File: src/rtl/core/dctr_pkg.sv
// Package: DES tables, nonce words and shared types for the CTR keystream block.
package dctr_pkg;

    typedef logic [7:0] u8_t;

    localparam logic [63:0] KEY_RESET = 64'h5bd86c166d7ea8c3;
    localparam int ROUNDS = 16;

    typedef logic [63:0] nonce_arr_t [8];
    localparam nonce_arr_t NONCE = '{
        64'h92f4358a2ec66502, 64'h1997a4a44d0de805,
        64'h860ffa6d8628ba6d, 64'h5622c0666a4a0091,
        64'he68313f0731f13aa, 64'h8c9ae8f4227d26fe,
        64'h87ba65fd1a797c78, 64'h21a8e54e023f1119
    };

    typedef u8_t t64_t [64];
    typedef u8_t t56_t [56];
    typedef u8_t t48_t [48];
    typedef u8_t t32_t [32];

    localparam t64_t TAB_IP = '{
        58,50,42,34,26,18,10,2, 60,52,44,36,28,20,12,4,
        62,54,46,38,30,22,14,6, 64,56,48,40,32,24,16,8,
        57,49,41,33,25,17,9,1,  59,51,43,35,27,19,11,3,
        61,53,45,37,29,21,13,5, 63,55,47,39,31,23,15,7};
    localparam t64_t TAB_FP = '{
        40,8,48,16,56,24,64,32, 39,7,47,15,55,23,63,31,
        38,6,46,14,54,22,62,30, 37,5,45,13,53,21,61,29,
        36,4,44,12,52,20,60,28, 35,3,43,11,51,19,59,27,
        34,2,42,10,50,18,58,26, 33,1,41,9,49,17,57,25};
    localparam t48_t TAB_E = '{
        32,1,2,3,4,5, 4,5,6,7,8,9, 8,9,10,11,12,13, 12,13,14,15,16,17,
        16,17,18,19,20,21, 20,21,22,23,24,25, 24,25,26,27,28,29, 28,29,30,31,32,1};
    localparam t32_t TAB_P = '{
        16,7,20,21,29,12,28,17, 1,15,23,26,5,18,31,10,
        2,8,24,14,32,27,3,9,    19,13,30,6,22,11,4,25};
    localparam t56_t TAB_PC1 = '{
        57,49,41,33,25,17,9, 1,58,50,42,34,26,18,
        10,2,59,51,43,35,27, 19,11,3,60,52,44,36,
        63,55,47,39,31,23,15, 7,62,54,46,38,30,22,
        14,6,61,53,45,37,29, 21,13,5,28,20,12,4};
    localparam t48_t TAB_PC2 = '{
        14,17,11,24,1,5, 3,28,15,6,21,10, 23,19,12,4,26,8, 16,7,27,20,13,2,
        41,52,31,37,47,55, 30,40,51,45,33,48, 44,49,39,56,34,53, 46,42,50,36,29,32};

    typedef logic [3:0] sbox_t [8][64];
    localparam sbox_t TAB_S = '{
        '{14,4,13,1,2,15,11,8,3,10,6,12,5,9,0,7, 0,15,7,4,14,2,13,1,10,6,12,11,9,5,3,8,
          4,1,14,8,13,6,2,11,15,12,9,7,3,10,5,0, 15,12,8,2,4,9,1,7,5,11,3,14,10,0,6,13},
        '{15,1,8,14,6,11,3,4,9,7,2,13,12,0,5,10, 3,13,4,7,15,2,8,14,12,0,1,10,6,9,11,5,
          0,14,7,11,10,4,13,1,5,8,12,6,9,3,2,15, 13,8,10,1,3,15,4,2,11,6,7,12,0,5,14,9},
        '{10,0,9,14,6,3,15,5,1,13,12,7,11,4,2,8, 13,7,0,9,3,4,6,10,2,8,5,14,12,11,15,1,
          13,6,4,9,8,15,3,0,11,1,2,12,5,10,14,7, 1,10,13,0,6,9,8,7,4,15,14,3,11,5,2,12},
        '{7,13,14,3,0,6,9,10,1,2,8,5,11,12,4,15, 13,8,11,5,6,15,0,3,4,7,2,12,1,10,14,9,
          10,6,9,0,12,11,7,13,15,1,3,14,5,2,8,4, 3,15,0,6,10,1,13,8,9,4,5,11,12,7,2,14},
        '{2,12,4,1,7,10,11,6,8,5,3,15,13,0,14,9, 14,11,2,12,4,7,13,1,5,0,15,10,3,9,8,6,
          4,2,1,11,10,13,7,8,15,9,12,5,6,3,0,14, 11,8,12,7,1,14,2,13,6,15,0,9,10,4,5,3},
        '{12,1,10,15,9,2,6,8,0,13,3,4,14,7,5,11, 10,15,4,2,7,12,9,5,6,1,13,14,0,11,3,8,
          9,14,15,5,2,8,12,3,7,0,4,10,1,13,11,6, 4,3,2,12,9,5,15,10,11,14,1,7,6,0,8,13},
        '{4,11,2,14,15,0,8,13,3,12,9,7,5,10,6,1, 13,0,11,7,4,9,1,10,14,3,5,12,2,15,8,6,
          1,4,11,13,12,3,7,14,10,15,6,8,0,5,9,2, 6,11,13,8,1,4,10,7,9,5,0,15,14,2,3,12},
        '{13,2,8,4,6,15,11,1,10,9,3,14,5,0,12,7, 1,15,13,8,10,3,7,4,12,5,6,11,0,14,9,2,
          7,11,4,1,9,12,14,2,0,6,10,13,15,3,5,8, 2,1,14,7,4,10,8,13,15,12,9,0,3,5,6,11}};

    localparam logic [15:0] ROT_TWO = 16'b0111_1110_1111_1100; // bit r: round r shifts by 2

    // Item passed from front to back through the queue.
    typedef struct packed {
        logic [63:0] block;
        logic [63:0] data;
        logic [7:0]  byte_enable;
    } item_t;

    function automatic logic [63:0] bswap64(input logic [63:0] x);
        logic [63:0] r;
        for (int i = 0; i < 8; i++) r[8*i +: 8] = x[8*(7-i) +: 8];
        return r;
    endfunction

    function automatic logic [63:0] perm_ip(input logic [63:0] x);
        logic [63:0] r;
        for (int i = 0; i < 64; i++) r[63-i] = x[64-TAB_IP[i]];
        return r;
    endfunction

    function automatic logic [63:0] perm_fp(input logic [63:0] x);
        logic [63:0] r;
        for (int i = 0; i < 64; i++) r[63-i] = x[64-TAB_FP[i]];
        return r;
    endfunction

    function automatic logic [55:0] perm_pc1(input logic [63:0] x);
        logic [55:0] r;
        for (int i = 0; i < 56; i++) r[55-i] = x[64-TAB_PC1[i]];
        return r;
    endfunction

    function automatic logic [47:0] perm_pc2(input logic [55:0] x);
        logic [47:0] r;
        for (int i = 0; i < 48; i++) r[47-i] = x[56-TAB_PC2[i]];
        return r;
    endfunction

    function automatic logic [27:0] rot28(input logic [27:0] x, input logic two);
        return two ? {x[25:0], x[27:26]} : {x[26:0], x[27]};
    endfunction

    function automatic logic [31:0] feistel(input logic [31:0] r, input logic [47:0] k);
        logic [47:0] e;
        logic [31:0] o;
        logic [5:0]  six;
        logic [31:0] p;
        for (int i = 0; i < 48; i++) e[47-i] = r[32-TAB_E[i]];
        e = e ^ k;
        for (int s = 0; s < 8; s++)
        begin
            six = e[42-6*s +: 6];
            o[28-4*s +: 4] = TAB_S[s][{six[5], six[0], six[4:1]}];
        end
        for (int i = 0; i < 32; i++) p[31-i] = o[32-TAB_P[i]];
        return p;
    endfunction

endpackage

File: src/rtl/core/dctr_front.sv
// Front end: accepts items and forms the counter block for each.
module dctr_front
    import dctr_pkg::*;
#(
    parameter int BLOCK_LOG2 = 6
)(
    input  logic        clk,
    input  logic        rst_n,
    input  logic        in_valid,
    output logic        in_ready,
    input  logic [60:0] word_index,
    input  logic [63:0] data_in,
    input  logic [7:0]  byte_enable,
    output logic        q_valid,
    input  logic        q_ready,
    output item_t       q_item
);
    localparam int WLOG = BLOCK_LOG2 - 3;

    logic        valid_reg;
    item_t       item_reg;
    logic [60:0] count;
    logic [2:0]  sel;

    assign count = word_index >> WLOG;
    assign sel   = 3'(word_index & ((61'd1 << WLOG) - 61'd1));

    assign in_ready = !valid_reg || q_ready;
    assign q_valid  = valid_reg;
    assign q_item   = item_reg;

    always_ff @(posedge clk or negedge rst_n)
    begin
        if (!rst_n)
            valid_reg <= 1'b0;
        else if (in_ready)
            valid_reg <= in_valid;
    end

    always_ff @(posedge clk)
    begin
        if (in_valid && in_ready)
        begin
            item_reg.block       <= bswap64(NONCE[sel] ^ {3'b000, count});
            item_reg.data        <= data_in;
            item_reg.byte_enable <= byte_enable;
        end
    end
endmodule

File: config.mk
export PLATFORM = sky130hd
export DESIGN_NAME = dctr_front
export DESIGN_NICKNAME = d
export VERILOG_FILES = /design/src/rtl/core/dctr_pkg.sv /design/src/rtl/core/dctr_front.sv
export SDC_FILE = /design/constraint.sdc
export NUM_CORES = 1
export LEC_CHECK = 0
export BUFFER_PORTS_ARGS = -buffer_cell sky130_fd_sc_hd__buf_4
export CORE_ASPECT_RATIO = 1.75
export CORE_UTILIZATION = 45
export CTS_BUF_LIST = sky130_fd_sc_hd__clkbuf_16
export DETAILED_ROUTE_END_ITERATION = 8
export GPL_TIMING_DRIVEN = 0
export PLACE_DENSITY = 0.8
export SLEW_MARGIN = 40
export SYNTH_ARGS = -nofsm -noshare
export SYNTH_HDL_FRONTEND = slang
export SYNTH_SLANG_ARGS = --single-unit
File: constraint.sdc
create_clock -name clk -period 5.5 [get_ports clk]
set_input_delay 0.275 -clock clk [delete_from_list [all_inputs] [get_ports clk]]
set_output_delay 0.275 -clock clk [all_outputs]
set_load 0.03 [all_outputs]
==> flow_metrics.tcl <==
set metrics [dict create \
    status "completed" \
    yosysUniqueCellTypes 27 \
    vias 3520 \
    cts_tree "built" \
    total_power_uw 3000 \
    final_antenna_net_count 0 \
    p_comb_frac 0.153 \
    final.setup.tns_ps 0 \
    cpMaxStageDelayCell "dfrtp_1" \
    setup_violations 0 \
    cp_max_fo 39 \
    syn_nets 426 \
    hpwl_mm 10.4 \
    layout-drive-gt1-share 0.552 \
    numClockSinks 137 \
    dieWidth_um 83.2 \
    drt_iter0_drc 130 \
    seq_area_frac_synth 0.791 \
    crit_required_ps 5600 \
    grt_first_pass_wirelength_mm 20.2 \
    track_usage 0.230 \
    gr-total-overflow 0 \
    die_area_mm2 0.0120 \
    drt_wl_total_mm 13.7 \
    hp-class "in -> reg" \
    p_int_uw 2290 \
    rsz0062_at_grt "false" \
    path_cells "nand2b_1 > and2_4 > buf_12 > buf_12" \
    critical_path_class "reg -> reg" \
    clkPwrFrac 0.426 \
    numCtsBuffers 17 \
    coreArea_mm2 0.0112 \
    grt_max_degree 45 \
    start_kind "flop" \
    fp.dieH_um 144 \
    met1_usage 0.232 \
    worst_path_largest_cell_delay_ps 370 \
    cts_root_buffer "clkbuf_16" \
    pwr_density_cell_mw_per_mm2 367 \
    max_cap_violations 0 \
    period_needed_ps 1690 \
    areaGrowthSynthToFinish_pct 57.2 \
    hp-start "data_in[17]" \
    place_congestion 0.766 \
    h-tree-depth 4 \
    antenna_found_initial 0 \
    worst_pin_slew_ps 370 \
    yosys_warnings 0 \
    crit_path_start "q_valid" \
    worst_skew_pair.late_latency_ps 410 \
    avgSynthCellArea_um2 18.6 \
    top_usage_layer "met2" \
    cp_num_buf_inv 2 \
    row_count 51 \
    antenna_cells 0 \
    hold_viol 0 \
    leakagePower_uw 0.00342 \
    gr-usage-met2 0.414 \
    first_pass_iters 4 \
    via_per_inst 4.88 \
    grt_pass1_vias 3740 \
    io_buffers 274 \
    grtUsageMet3 0.0736 \
    regArea_mm2 0.00411 \
    seqPwrFrac 0.421 \
    path_common_cell "buf_12" \
    clk_pin_slew_ps 60 \
    fill_cells 719 \
    period_share 0.306 \
    rr_startpoint "q_valid" \
    syn_area_mm2 0.00519 \
    crit_arrival_ps 1780 \
    multiInputGateArea_mm2 0.00101 \
    clock.fmax_mhz 593 \
    worstSetupEndpointType "flop" \
    fin_skew_ps 4.10 \
    initial_core_util 0.465 \
    p_sw_uw 710 \
    synth-seq-cells 137 \
    ios 275 \
    wire_per_inst_um 19.0 \
    drc 0 \
    switching_share 0.237 \
    final_nets 723 \
    ir_drop_mv 0.281 \
    finalMaxSlewViolations 0 \
    syn_inst 279 \
    cp_top_family "buffers and inverters" \
    relSlewSlack 0.753 \
    clockBufferDepth 2 \
]
[power groups by stage]
stage | Clock (uW) | Sequential (uW) | Combinational [uW]
final | 1280 | 1260 | 458
after global routing | 1350 | 1270 | 482
after CTS | 1300 | 1260 | 462
after detailed placement | 0 | 1280 | 460
after global placement | 0 | 1290 | 442
after floorplan | 0 | 1420 | 99.9
[repair_timing]
| item | CTS | global route |
|---|---|---|
| buffers inserted | 0 | 0 |
| resized for setup | 0 | 0 |
| endpoints found under the hold margin | 1 | 0 |
| hold buffers | 1 | 0 |
[flip-flops by register name, indices dropped and copies added (netlist names)]
name     count
q_item     136
q_valid      1
[final cells by class]
cell class                      count  area share
Clock buffer                       17      0.0521
Buffer                              8     0.00797
Sequential cell                   137       0.503
Multi-Input combinational cell    131       0.124
Clock inverter                     15      0.0307
Timing Repair Buffer              278       0.261
Inverter                            3     0.00138
Tap cell                          132      0.0202
[per-layer routing]
metal	wire, um	vias up	share of wire
met5	0	-	0
met4	543	0	0.040
met3	970	38	0.071
met2	7500	196	0.55
met1	4720	1673	0.34
li1	-	1613	-
[stage by stage]
stage / instances / setup slack (ps) / hold WS, ps / utilization / instance area, um^2
after CTS: 721 / 3800 / 23.8 / 0.731 / 8160
after global placement: 685 / 391 / 50.4 / 0.664 / 7410
after global routing: 721 / 3710 / 18.7 / 0.731 / 8160
final: 721 / 3810 / 41.9 / 0.731 / 8160
after detailed placement: 688 / 3500 / 51.7 / 0.670 / 7480
after floorplan: 279 / 992 / -20.6 / - / 5190
[placed cells by master, fill, tap and decap left out, types with 2 or more instances in the layout]
cell,Yosys,final
xnor2_1,34,34
ha_1,10,10
nand2b_1,4,4
clkbuf_16,0,17
clkinvlp_4,0,3
nor2b_2,3,3
nor2_1,11,11
buf_12,0,3
buf_2,2,2
inv_1,2,3
buf_4,2,276
nand2_1,2,2
and2b_1,2,2
nor2b_1,5,5
o21ai_1,3,3
edfxtp_1,136,136
buf_6,2,2
xor2_1,25,25
a21oi_1,24,24
bufinv_16,0,6
nor2b_4,2,2
clkinv_4,0,4
[kinds of logic after synthesis]
group / Yosys count / share of synthesized area
buf+inv: 11 / 0.0147
flops: 137 / 0.791
xor+xnor: 59 / 0.0995
compound gates: 29 / 0.0292
simple gates: 32 / 0.0369
fa+ha+maj: 10 / 0.0241
mux: 1 / 0.00434
[path summary, 6_finish.rpt]
kind	slack [ps]	cells after the start	endpoint
setup reg to reg	3810	4	q_item[94]
setup / recovery	3810	4	q_item[94]
min in group asynchronous	200	2	q_valid
hold / removal	40	1	q_item[25]
hold reg to reg	540	2	q_valid
max in group asynchronous	5220	2	q_valid
[cells in the mapped netlist (all sizes together)]
master	number	area, um^2
o21ai	3	15.0
mux2i	1	22.5
buf	6	47.5
dfrtp	1	25.0
edfxtp	136	4080
ha	10	125
nor3	1	5.00
and2b	2	15.0
and2	1	6.26
xnor2	34	298
xor2	25	219
nand2b	4	25.0
inv	3	11.3
nor2b	10	85.1
nand2	2	7.51
a21o	1	7.51
clkbuf	2	17.5
nor2	12	47.6
a21oi	25	129
No activity file was read; power rests on OpenSTA's default activity.
