--- src/rtl/core/dctr_pkg.sv ---
// Package: DES tables, nonce words and shared types for the CTR keystream block.
package dctr_pkg;

    typedef logic [7:0] u8_t;

    localparam logic [63:0] KEY_RESET = 64'h5bd86c166d7ea8c3;
    localparam int ROUNDS = 16;

    typedef logic [63:0] nonce_arr_t [8];
    localparam nonce_arr_t NONCE = '{
        64'h92f4358a2ec66502, 64'h1997a4a44d0de805,
        64'h860ffa6d8628ba6d, 64'h5622c0666a4a0091,
        64'he68313f0731f13aa, 64'h8c9ae8f4227d26fe,
        64'h87ba65fd1a797c78, 64'h21a8e54e023f1119
    };

    typedef u8_t t64_t [64];
    typedef u8_t t56_t [56];
    typedef u8_t t48_t [48];
    typedef u8_t t32_t [32];

    localparam t64_t TAB_IP = '{
        58,50,42,34,26,18,10,2, 60,52,44,36,28,20,12,4,
        62,54,46,38,30,22,14,6, 64,56,48,40,32,24,16,8,
        57,49,41,33,25,17,9,1,  59,51,43,35,27,19,11,3,
        61,53,45,37,29,21,13,5, 63,55,47,39,31,23,15,7};
    localparam t64_t TAB_FP = '{
        40,8,48,16,56,24,64,32, 39,7,47,15,55,23,63,31,
        38,6,46,14,54,22,62,30, 37,5,45,13,53,21,61,29,
        36,4,44,12,52,20,60,28, 35,3,43,11,51,19,59,27,
        34,2,42,10,50,18,58,26, 33,1,41,9,49,17,57,25};
    localparam t48_t TAB_E = '{
        32,1,2,3,4,5, 4,5,6,7,8,9, 8,9,10,11,12,13, 12,13,14,15,16,17,
        16,17,18,19,20,21, 20,21,22,23,24,25, 24,25,26,27,28,29, 28,29,30,31,32,1};
    localparam t32_t TAB_P = '{
        16,7,20,21,29,12,28,17, 1,15,23,26,5,18,31,10,
        2,8,24,14,32,27,3,9,    19,13,30,6,22,11,4,25};
    localparam t56_t TAB_PC1 = '{
        57,49,41,33,25,17,9, 1,58,50,42,34,26,18,
        10,2,59,51,43,35,27, 19,11,3,60,52,44,36,
        63,55,47,39,31,23,15, 7,62,54,46,38,30,22,
        14,6,61,53,45,37,29, 21,13,5,28,20,12,4};
    localparam t48_t TAB_PC2 = '{
        14,17,11,24,1,5, 3,28,15,6,21,10, 23,19,12,4,26,8, 16,7,27,20,13,2,
        41,52,31,37,47,55, 30,40,51,45,33,48, 44,49,39,56,34,53, 46,42,50,36,29,32};

    typedef logic [3:0] sbox_t [8][64];
    localparam sbox_t TAB_S = '{
        '{14,4,13,1,2,15,11,8,3,10,6,12,5,9,0,7, 0,15,7,4,14,2,13,1,10,6,12,11,9,5,3,8,
          4,1,14,8,13,6,2,11,15,12,9,7,3,10,5,0, 15,12,8,2,4,9,1,7,5,11,3,14,10,0,6,13},
        '{15,1,8,14,6,11,3,4,9,7,2,13,12,0,5,10, 3,13,4,7,15,2,8,14,12,0,1,10,6,9,11,5,
          0,14,7,11,10,4,13,1,5,8,12,6,9,3,2,15, 13,8,10,1,3,15,4,2,11,6,7,12,0,5,14,9},
        '{10,0,9,14,6,3,15,5,1,13,12,7,11,4,2,8, 13,7,0,9,3,4,6,10,2,8,5,14,12,11,15,1,
          13,6,4,9,8,15,3,0,11,1,2,12,5,10,14,7, 1,10,13,0,6,9,8,7,4,15,14,3,11,5,2,12},
        '{7,13,14,3,0,6,9,10,1,2,8,5,11,12,4,15, 13,8,11,5,6,15,0,3,4,7,2,12,1,10,14,9,
          10,6,9,0,12,11,7,13,15,1,3,14,5,2,8,4, 3,15,0,6,10,1,13,8,9,4,5,11,12,7,2,14},
        '{2,12,4,1,7,10,11,6,8,5,3,15,13,0,14,9, 14,11,2,12,4,7,13,1,5,0,15,10,3,9,8,6,
          4,2,1,11,10,13,7,8,15,9,12,5,6,3,0,14, 11,8,12,7,1,14,2,13,6,15,0,9,10,4,5,3},
        '{12,1,10,15,9,2,6,8,0,13,3,4,14,7,5,11, 10,15,4,2,7,12,9,5,6,1,13,14,0,11,3,8,
          9,14,15,5,2,8,12,3,7,0,4,10,1,13,11,6, 4,3,2,12,9,5,15,10,11,14,1,7,6,0,8,13},
        '{4,11,2,14,15,0,8,13,3,12,9,7,5,10,6,1, 13,0,11,7,4,9,1,10,14,3,5,12,2,15,8,6,
          1,4,11,13,12,3,7,14,10,15,6,8,0,5,9,2, 6,11,13,8,1,4,10,7,9,5,0,15,14,2,3,12},
        '{13,2,8,4,6,15,11,1,10,9,3,14,5,0,12,7, 1,15,13,8,10,3,7,4,12,5,6,11,0,14,9,2,
          7,11,4,1,9,12,14,2,0,6,10,13,15,3,5,8, 2,1,14,7,4,10,8,13,15,12,9,0,3,5,6,11}};

    localparam logic [15:0] ROT_TWO = 16'b0111_1110_1111_1100; // bit r: round r shifts by 2

    // Item passed from front to back through the queue.
    typedef struct packed {
        logic [63:0] block;
        logic [63:0] data;
        logic [7:0]  byte_enable;
    } item_t;

    function automatic logic [63:0] bswap64(input logic [63:0] x);
        logic [63:0] r;
        for (int i = 0; i < 8; i++) r[8*i +: 8] = x[8*(7-i) +: 8];
        return r;
    endfunction

    function automatic logic [63:0] perm_ip(input logic [63:0] x);
        logic [63:0] r;
        for (int i = 0; i < 64; i++) r[63-i] = x[64-TAB_IP[i]];
        return r;
    endfunction

    function automatic logic [63:0] perm_fp(input logic [63:0] x);
        logic [63:0] r;
        for (int i = 0; i < 64; i++) r[63-i] = x[64-TAB_FP[i]];
        return r;
    endfunction

    function automatic logic [55:0] perm_pc1(input logic [63:0] x);
        logic [55:0] r;
        for (int i = 0; i < 56; i++) r[55-i] = x[64-TAB_PC1[i]];
        return r;
    endfunction

    function automatic logic [47:0] perm_pc2(input logic [55:0] x);
        logic [47:0] r;
        for (int i = 0; i < 48; i++) r[47-i] = x[56-TAB_PC2[i]];
        return r;
    endfunction

    function automatic logic [27:0] rot28(input logic [27:0] x, input logic two);
        return two ? {x[25:0], x[27:26]} : {x[26:0], x[27]};
    endfunction

    function automatic logic [31:0] feistel(input logic [31:0] r, input logic [47:0] k);
        logic [47:0] e;
        logic [31:0] o;
        logic [5:0]  six;
        logic [31:0] p;
        for (int i = 0; i < 48; i++) e[47-i] = r[32-TAB_E[i]];
        e = e ^ k;
        for (int s = 0; s < 8; s++)
        begin
            six = e[42-6*s +: 6];
            o[28-4*s +: 4] = TAB_S[s][{six[5], six[0], six[4:1]}];
        end
        for (int i = 0; i < 32; i++) p[31-i] = o[32-TAB_P[i]];
        return p;
    endfunction

endpackage

--- src/rtl/core/dctr_queue.sv ---
// Two-entry queue between front and back ends.
module dctr_queue
    import dctr_pkg::*;
(
    input  logic  clk,
    input  logic  rst_n,
    input  logic  wr_valid,
    output logic  wr_ready,
    input  item_t wr_item,
    output logic  rd_valid,
    input  logic  rd_ready,
    output item_t rd_item
);
    item_t      mem_reg [2];
    logic       wp_reg, rp_reg;
    logic [1:0] cnt_reg;
    logic       push, pop;

    assign wr_ready = cnt_reg != 2'd2;
    assign rd_valid = cnt_reg != 2'd0;
    assign rd_item  = mem_reg[rp_reg];
    assign push = wr_valid && wr_ready;
    assign pop  = rd_valid && rd_ready;

    always_ff @(posedge clk or negedge rst_n)
    begin
        if (!rst_n)
        begin
            wp_reg  <= 1'b0;
            rp_reg  <= 1'b0;
            cnt_reg <= 2'd0;
        end
        else
        begin
            if (push) wp_reg <= !wp_reg;
            if (pop)  rp_reg <= !rp_reg;
            cnt_reg <= cnt_reg + 2'(push) - 2'(pop);
        end
    end

    always_ff @(posedge clk)
    begin
        if (push) mem_reg[wp_reg] <= wr_item;
    end
endmodule

--- config.mk ---
export PLATFORM = sky130hd
export DESIGN_NAME = dctr_queue
export DESIGN_NICKNAME = d
export VERILOG_FILES = /design/src/rtl/core/dctr_pkg.sv /design/src/rtl/core/dctr_queue.sv
export SDC_FILE = /design/constraint.sdc
export NUM_CORES = 1
export LEC_CHECK = 0
export BUFFER_PORTS_ARGS = -buffer_cell sky130_fd_sc_hd__buf_2
export CAP_MARGIN = 20
export CELL_PAD_IN_SITES_DETAIL_PLACEMENT = 1
export CELL_PAD_IN_SITES_GLOBAL_PLACEMENT = 2
export CORE_ASPECT_RATIO = 1.1
export CORE_MARGIN = 4
export CORE_UTILIZATION = 38
export CTS_CLUSTER_DIAMETER = 80
export DETAILED_ROUTE_END_ITERATION = 6
export PLACE_DENSITY = 0.87
export SYNTH_ARGS = -nofsm -noshare
export SYNTH_HDL_FRONTEND = slang
export SYNTH_SLANG_ARGS = --single-unit
export TNS_END_PERCENT = 50
--- constraint.sdc ---
create_clock -name clk -period 8 [get_ports clk]
set_clock_uncertainty 0.05 [all_clocks]
set_input_delay 0.8 -clock clk [delete_from_list [all_inputs] [get_ports clk]]
set_output_delay 0.8 -clock clk [all_outputs]
set_load 0.03 [all_outputs]
==> results.cfg, run 1 <==
[synthesis]
syn_area_um2 = 10080
synth_top_area_share = 0.8100
ys_top_cells_by_area = edfxtp_1, mux2_2, buf_6, dfrtp_1, xnor2_1
ys_types = 18
syn_nets = 586
ys_ff_latch = 276
synthTopCellsByCount = edfxtp_1, mux2_2, buf_6
synth_warnings = 0
synth_top_cell_by_area = edfxtp_1
synth_flop_cell = edfxtp_1
syn_inst = 445
async_flop_share = 0.01449
synth_edf_count = 272
synthMostInstantiatedCell = edfxtp_1
ys_seq_area_frac = 0.8200
syn_avg_cell_area_um2 = 22.66

[final_layout]
fin_area_um2 = 12630
syn2layout_area_growth_pct = 25.28
n_fill_cell = 2514
drive_above_1_share = 0.5995
largest_reg_flops = 272
ff_latch_area_um2 = 8272
diodes = 0
nNetsFinal = 883
multiInputGateArea_um2 = 1665

[worst_setup_path]
slowest_delay_ps = 1060
cp-start-kind = register
path_delay_family = flip-flops
endpoint = rd_item[15]
cp-end-kind = output port
worstPathCellList = buf_4 > mux2_2 > buf_2
crit_start = rp_reg
path_class = reg -> out
r2r_cells = 5
regToRegStartpoint = cnt_reg[0]
reg2reg_to = mem_reg[0][8]
cp_slowest_cell = dfrtp_4
crit_buf_inv = 2
cp.required_ps = 7150
arrival_ps = 3080
worstSetupPathDepth = 3
cp_max_fo = 70
r2r_slack_ps = 5100

[clock_tree]
clockBufferDepth = 3
cts-root-buf = clkbuf_16
cts_made_buffers = 28
clk_pin_slew_ps = 60
worstSkewPairLatency_ps = 520
cts_tree = done
clkSinkCount = 276
cts_htree_levels = 1

[sta]
period_minus_slack_ps = 3933
slew_violations = 0
rsz0062_at_grt = false
slew-limit-headroom = 0.3301
max_freq_mhz = 254.3
timing_worst_slew_pin_value_ps = 1005
hold_viol_final = 0
tns_ps = 0
setup_viol_count_final = 0
period_share = 0.4916

[drt]
first_pass_iters = 4
postRouteAntennaNets = 0
vias = 5159
wl_per_cell_um = 19.10
drt-initial-drc-count = 252
routed_wl_um = 21310
drc = 0
viasPerCell = 4.623

[placed_design]
postPlaceCellArea_um2 = 11790
post-dp-hpwl_um = 14480
gp_congestion = 0.7089
portBuffers = 277

[die]
die_w_um = 163.3
rows = 62
die_area_um2 = 29210
top_level_ports = 278
coreArea_um2 = 26140
initial_core_util = 0.3857
die_h_um = 178.8

[pwr]
leakage_nw = 4.664
ir_worst_vdd_uv = 210.7
cellPowerDensity_nw_per_um2 = 399.1

[global_routing]
overflow = 0
antenna_found_initial = 1
grt_max_degree = 74
grt_pass1_vias = 5698
grt_pass1_wl_um = 31540
gr-usage-all-layers = 0.1387

[min_path]
min_path_cells = 1
hold_path.class = in -> reg

[outcome]
status = finished, final reports clean

[job]
max_cap_viol_count = 0
[layout by cell type, fill, tap and decap left out, types with 2 or more instances in the layout]
cell        Yosys  routed
buf_2           0     277
edfxtp_1      272     272
mux2_2        136     136
clkbuf_16       0      29
clkbuf_1        0      10
clkinv_1        0       6
clkinv_2        0       4
buf_4           2       4
xnor2_1         3       3
clkinvlp_4      0       3
dfrtp_1         4       3
nand2_1         2       2
nor2_1          3       2
[report_power, final]
group          switching (W)  leakage (nW)  internal (W)
clock network       0.000503         0.395      0.000664
logic                0.00116          1.69      0.000588
registers           0.000144          2.58       0.00198
total                0.00181          4.66       0.00323
[metrics by stage]
stage          setup slack (ps)  total power (W)  instances  hold WS, ps    util
2_1_floorplan             782.7         0.003491        445        410.0       -
3_3_place_gp               4488         0.003911       1063        486.4  0.4511
3_5_place_dp               4507         0.003948       1063        497.8  0.4511
4_1_cts                    3930         0.005140       1116        380.8  0.4832
5_1_grt                    3879         0.005295       1116        387.3  0.4832
6_report                   4067         0.005041       1116        413.0  0.4832
[how the worst min path moves through the flow]
| stage | startpoint | endpoint |
|---|---|---|
| finish | wr_item[68] | mem_reg[0][68] |
| global route | wr_item[9] | mem_reg[1][9] |
| CTS | wr_item[5] | mem_reg[0][5] |
| detailed placement | wp_reg | wp_reg |
| global placement | wp_reg | wp_reg |
| floorplan | wp_reg | wp_reg |
[area by class of cell]
type	count	area share
sequential	276	0.6548
multi-input combinational	154	0.1318
timing repair buffer	282	0.1129
clock buffer	39	0.06042
tap	352	0.03487
clock inverter	13	0.005151
[routing by layer]
layer,up-vias,wire length [um],global-route usage
met5,-,13,0
met4,2,362,0.03146
met3,35,1790,0.04461
met2,193,11630,0.2612
met1,2557,7511,0.1521
li1,2372,-,-
[worst reg2reg max path, cell delays in order (launching register included)]
cell and delay [ps]:
dfrtp_1 420, nand2b_1 160, nand2_1 120, nor2_4 90, buf_4 700, buf_4 890
[logic make-up (layout without fill, tap and decap cells)]
group	after synthesis	after routing	synth area share
buffers and inverters	15	334	0.01601
adder cells (fa/ha/maj)	1	1	0.001241
AO/OA/AOI/OAI	3	3	0.002357
flip-flops	276	276	0.8200
AND/OR/NAND/NOR	11	11	0.005957
multiplexers	136	136	0.1519
XOR/XNOR	3	3	0.002606
[timing repair]
action,CTS,global route
buffers inserted,0,0
endpoints found under the hold margin,4,0
resized for setup,0,0
hold buffers,1,0
Power figures use the tool's default switching activity.
==> run 2, diff against run 1 <==
==> constraint.sdc (replaced) <==
create_clock -name clk -period 3.8 [get_ports clk]
set_clock_uncertainty 0.05 [all_clocks]
set_input_delay 0.38 -clock clk [delete_from_list [all_inputs] [get_ports clk]]
set_output_delay 0.38 -clock clk [all_outputs]
set_load 0.03 [all_outputs]
==> run 2 against run 1 <==
  * Design area grew 13%
  * Global-route usage grew 2.4 points
  * Sequential power grew 110%
  * Non-clock buffer count grew 137
  * Worst hold slack lost 380 ps
  * Largest cell class unchanged
  * Highest routed layer unchanged
==> results.cfg, run 2 (synthesis results as in run 1) <==
[final_layout]
syn2layout_area_growth_pct = 41.01
drive_above_1_share = 0.5189
largest_reg_flops = 272
utilization = 0.5439
ff_latch_area_um2 = 8272
final_cell_mix = buf_2, edfxtp_1, mux2_2
final_common_cell = buf_2
diodes = 0
multiInputGateArea_um2 = 1665
n_fill_cell = 2445
nNetsFinal = 1020

[die]
top_level_ports = 278
initial_core_util = 0.3857
die_w_um = 163.3
coreArea_um2 = 26140
die_h_um = 178.8
rows = 62
die_area_um2 = 29210

[pwr]
power.switching_w = 0.003929
p_total_w = 0.01134
cellPowerDensity_nw_per_um2 = 797.2
p_comb_frac = 0.348
pwr-share-seq = 0.392
sw_frac_of_total = 0.3466
leakage_nw = 5.349
p_clk_frac = 0.260
ir_worst_vdd_uv = 428.6
p_int_w = 0.007406

[worst_setup_path]
cp_slowest_cell = dfrtp_4
crit_start = rp_reg
worstPathCellList = buf_4 > mux2_2 > buf_2
endpoint = rd_item[81]
slowest_delay_ps = 840
r2r_cells = 3
r2r_slack_ps = 1710
cp.required_ps = 3370
regToRegStartpoint = cnt_reg[0]
path_class = reg -> out
cp_max_fo = 47
cp-start-kind = register
cp-end-kind = output port
arrival_ps = 2480
reg2reg_to = mem_reg[1][45]

[outcome]
status = finished, final reports clean

[drt]
vias = 5768
first_pass_iters = 4
wl_per_cell_um = 19.64
drt-initial-drc-count = 298
routed_wl_um = 24590
drc = 0
viasPerCell = 4.607
postRouteAntennaNets = 0

[clock_tree]
cts_htree_levels = 1
clockBufferDepth = 3
worstSkewPairLatency_ps = 520
clkSinkCount = 276
cts_resized = 0
cts_made_buffers = 28
cts_tree = done
cts-root-buf = clkbuf_16
clk_pin_slew_ps = 60

[sta]
hold_viol_final = 0
setup_viol_count_final = 0
whs_ps = 29.67
tns_ps = 0
slew-limit-headroom = 0.4711
period_minus_slack_ps = 2909
rsz0062_at_grt = false
timing_worst_slew_pin_value_ps = 793.3
period_share = 0.7655
max_freq_mhz = 343.8
slew_violations = 0

[global_routing]
grt_max_degree = 90
grt_pass1_vias = 6577
gr-usage-all-layers = 0.1624
antenna_found_initial = 1
grt_pass1_wl_um = 36660
overflow = 0

[job]
max_cap_viol_count = 0

[placed_design]
post-dp-hpwl_um = 14830
gp_congestion = 0.7623
portBuffers = 277

[min_path]
min_path_cells = 1
hold_path.class = in -> reg
[run 2: cell count changes in the layout (fill, tap and decap cells not counted)]
cell           change
dlygate4sd3_1    +134
bufinv_16          +6
clkinv_1           -5
buf_12             +4
clkbuf_8           +3
clkinvlp_4         -3
clkbuf_1           -2
buf_4              -1
[run 2: layer usage]
layer,up-vias,share of wire,wire (um),GRT usage
li1,2645,-,-,-
met1,2861,0.36,8805,0.1778
met2,214,0.54,13390,0.3099
met3,46,0.072,1781,0.04162
met4,2,0.025,606,0.04579
met5,-,0.00049,12,0
[run 2: worst min path at each step]
stage | start | to
after detailed placement | rst_n | cnt_reg[0]
after floorplan | rst_n | cnt_reg[0]
after global placement | rst_n | cnt_reg[0]
final | wr_item[34] | mem_reg[0][34]
after CTS | wr_item[34] | mem_reg[0][34]
after global routing | wr_item[34] | mem_reg[0][34]
[run 2: worst max-delay path: cells and delay by family (launching register included)]
family / cells / cell delay (ps)
DFF: 1 / 840
buffers and inverters: 2 / 630
muxes: 1 / 410
[run 2: through the flow]
step                      setup slack, ps  instance area (um^2)  std cells
final                               891.1                 14220       1252
after CTS                           892.6                 14210       1251
after floorplan                     390.7                 10090        445
after global routing                799.7                 14220       1252
after global placement               1494                 11870       1066
after detailed placement             1476                 11870       1066
[run 2: area by class of cell]
type	count	share of cell area
flip-flops and latches	276	0.5818
well taps	352	0.03098
repair buffers	419	0.1998
multi-input cells	154	0.1171
clock inverters	11	0.01434
clock buffers	40	0.05605
[run 2: power by group through the flow]
| stage | Clock (W) | Sequential [W] | Combinational [W] |
|---|---|---|---|
| 2_1_floorplan | 0 | 0.00436 | 0.00293 |
| 3_3_place_gp | 0 | 0.00447 | 0.00381 |
| 3_5_place_dp | 0 | 0.00451 | 0.00383 |
| 4_1_cts | 0.00301 | 0.00445 | 0.00396 |
| 5_1_grt | 0.00317 | 0.00450 | 0.00417 |
| 6_report | 0.00295 | 0.00444 | 0.00395 |
[run 2: repair_timing]
action	CTS	global route
endpoints found under the hold margin	269	1
setup buffers	0	0
hold buffers	134	1
setup endpoints to repair	0	0
==> run 3, diff against run 2 <==
--- a/config.mk
+++ b/config.mk
@@ -11,10 +11,10 @@
 export CELL_PAD_IN_SITES_GLOBAL_PLACEMENT = 2
 export CORE_ASPECT_RATIO = 1.1
 export CORE_MARGIN = 4
-export CORE_UTILIZATION = 38
+export CORE_UTILIZATION = 34
 export CTS_CLUSTER_DIAMETER = 80
 export DETAILED_ROUTE_END_ITERATION = 6
-export PLACE_DENSITY = 0.87
+export PLACE_DENSITY = 0.83
 export SYNTH_ARGS = -nofsm -noshare
 export SYNTH_HDL_FRONTEND = slang
 export SYNTH_SLANG_ARGS = --single-unit
==> constraint.sdc (replaced) <==
create_clock -name clk -period 2.6 [get_ports clk]
set_clock_uncertainty 0.05 [all_clocks]
set_input_delay 0.26 -clock clk [delete_from_list [all_inputs] [get_ports clk]]
set_output_delay 0.26 -clock clk [all_outputs]
set_load 0.03 [all_outputs]
==> run 3 against run 2 <==
  * Clock-buffer cell count decreased by 7
  * Routed wire length decreased by 0.45%
  * Sequential power increased by 45%
  * Worst hold slack improved by 11 ps
  * Non-clock buffer count increased by 6
  * Sequential share of layout area increased by 0.14 points
  * Die area increased by 11%
  * Highest routed layer unchanged
  * First-iteration DRC count decreased by 28%
==> results.cfg, run 3 (synthesis results as in run 1) <==
[outcome]
status = finished, final reports clean

[drt]
viasPerCell = 4.574
drt-initial-drc-count = 215
vias = 5836
first_pass_iters = 4
postRouteAntennaNets = 0
drc = 0
wl_per_cell_um = 19.19
routed_wl_um = 24480

[global_routing]
gr-usage-all-layers = 0.1453
grt_pass1_wl_um = 37140
grt_max_degree = 80
overflow = 0
antenna_found_initial = 4
grt_pass1_vias = 6669

[sta]
period_minus_slack_ps = 2458
slew-limit-headroom = 0.6693
period_share = 0.9454
hold_viol_final = 0
timing_worst_slew_pin_value_ps = 496.1
rsz0062_at_grt = false
worst_slack_ps = 142.0
max_freq_mhz = 406.8
whs_ps = 40.99
setup_viol_count_final = 0
slew_violations = 0
tns_ps = 0

[pwr]
cellPowerDensity_nw_per_um2 = 1127
leakage_nw = 5.318
ir_worst_vdd_uv = 691.5
p_total_w = 0.01598

[worst_setup_path]
r2r_slack_ps = 890
path_delay_family = flip-flops
worstPathCellList = buf_4 > mux2_2 > buf_2
slowest_delay_ps = 740
cp.required_ps = 2290
crit_start = rp_reg
cp-end-kind = output port
cp_max_fo = 28
cp-start-kind = register
crit_buf_inv = 2
path_class = reg -> out
regToRegStartpoint = cnt_reg[0]
arrival_ps = 2150
cp_slowest_cell = dfrtp_4

[final_layout]
final_cell_mix = buf_2, edfxtp_1, dlygate4sd3_1
nNetsFinal = 1026
n_fill_cell = 2809
drive_above_1_share = 0.5149
largest_reg_flops = 272
stdcell_count = 1276
final_common_cell = buf_2
syn2layout_area_growth_pct = 40.66

[clock_tree]
cts_setup_buffers = 0
clkSinkCount = 276
cts_made_buffers = 28
cts-root-buf = clkbuf_16
cts_resized = 0
cts_htree_levels = 1
clk_pin_slew_ps = 60
cts_tree = done
worstSkewPairLatency_ps = 520
clockBufferDepth = 3

[placed_design]
post-dp-hpwl_um = 14370
place_inst = 1084
gp_congestion = 0.6930
portBuffers = 277
post-place-ws_ps = 682.3

[die]
top_level_ports = 278
die_area_um2 = 32480
rows = 65
die_w_um = 172.2
initial_core_util = 0.3483
die_h_um = 188.6
coreArea_um2 = 28950

[min_path]
hold_path.class = in -> async

[job]
max_cap_viol_count = 0
==> run 3: cell count changes in the layout (fill, tap and decap cells not counted), sizes merged <==
cell / delta
bufinv: -6
buf: +2
diode: +3
clkbuf: -7
clkinv: +12
dlygate4sd3: +4
==> run 3: worst register-to-register path, delay by kind of cell (launching register included) <==
kind                   cells  cell delay (ps)
and+or+nand+nor            3              430
DFF                        1              430
buffers and inverters      1              340
==> run 3: timing repair <==
action / CTS / global route
hold endpoints to repair: 278 / 0
hold buffers: 139 / 0
setup endpoints to repair: 0 / 0
==> run 3: layer usage <==
layer,track usage,up-vias,wire (um)
met5,0,-,7
met4,0.04324,2,672
met3,0.04217,49,1810
met2,0.2732,220,13190
met1,0.1551,2906,8801
li1,-,2659,-
==> run 3: layout make-up <==
class / instances / area [um^2] / share of cell area
Antenna cell: 3 / 7.507 / 0.0005293
Clock inverter: 17 / 77.57 / 0.005469
Sequential cell: 276 / 8272 / 0.5832
Timing Repair Buffer: 425 / 2945 / 0.2077
Multi-Input combinational cell: 154 / 1680 / 0.1185
Tap cell: 368 / 460.4 / 0.03246
Clock buffer: 33 / 740.7 / 0.05222
==> run 3: stage by stage <==
stage | utilization | instance area (um^2)
floorplan | - | 10110
global placement | 0.4133 | 11970
detailed placement | 0.4133 | 11970
CTS | 0.4896 | 14180
global route | 0.4899 | 14180
finish | 0.4899 | 14180
==> run 3: power by group <==
group | switching (W) | internal, W
registers | 0.000350 | 0.00608
clock network | 0.00158 | 0.00201
logic | 0.00383 | 0.00213
==> run 3: worst paths after layout <==
kind                                        to  cells past startpoint
worst max-delay path              rd_item[109]                      3
worst min register to register          wp_reg                      1
worst max register to register  mem_reg[0][74]                      4
min in group clk                mem_reg[1][67]                      2
max in group asynchronous               rp_reg                      2
worst min-delay path                cnt_reg[0]                      2
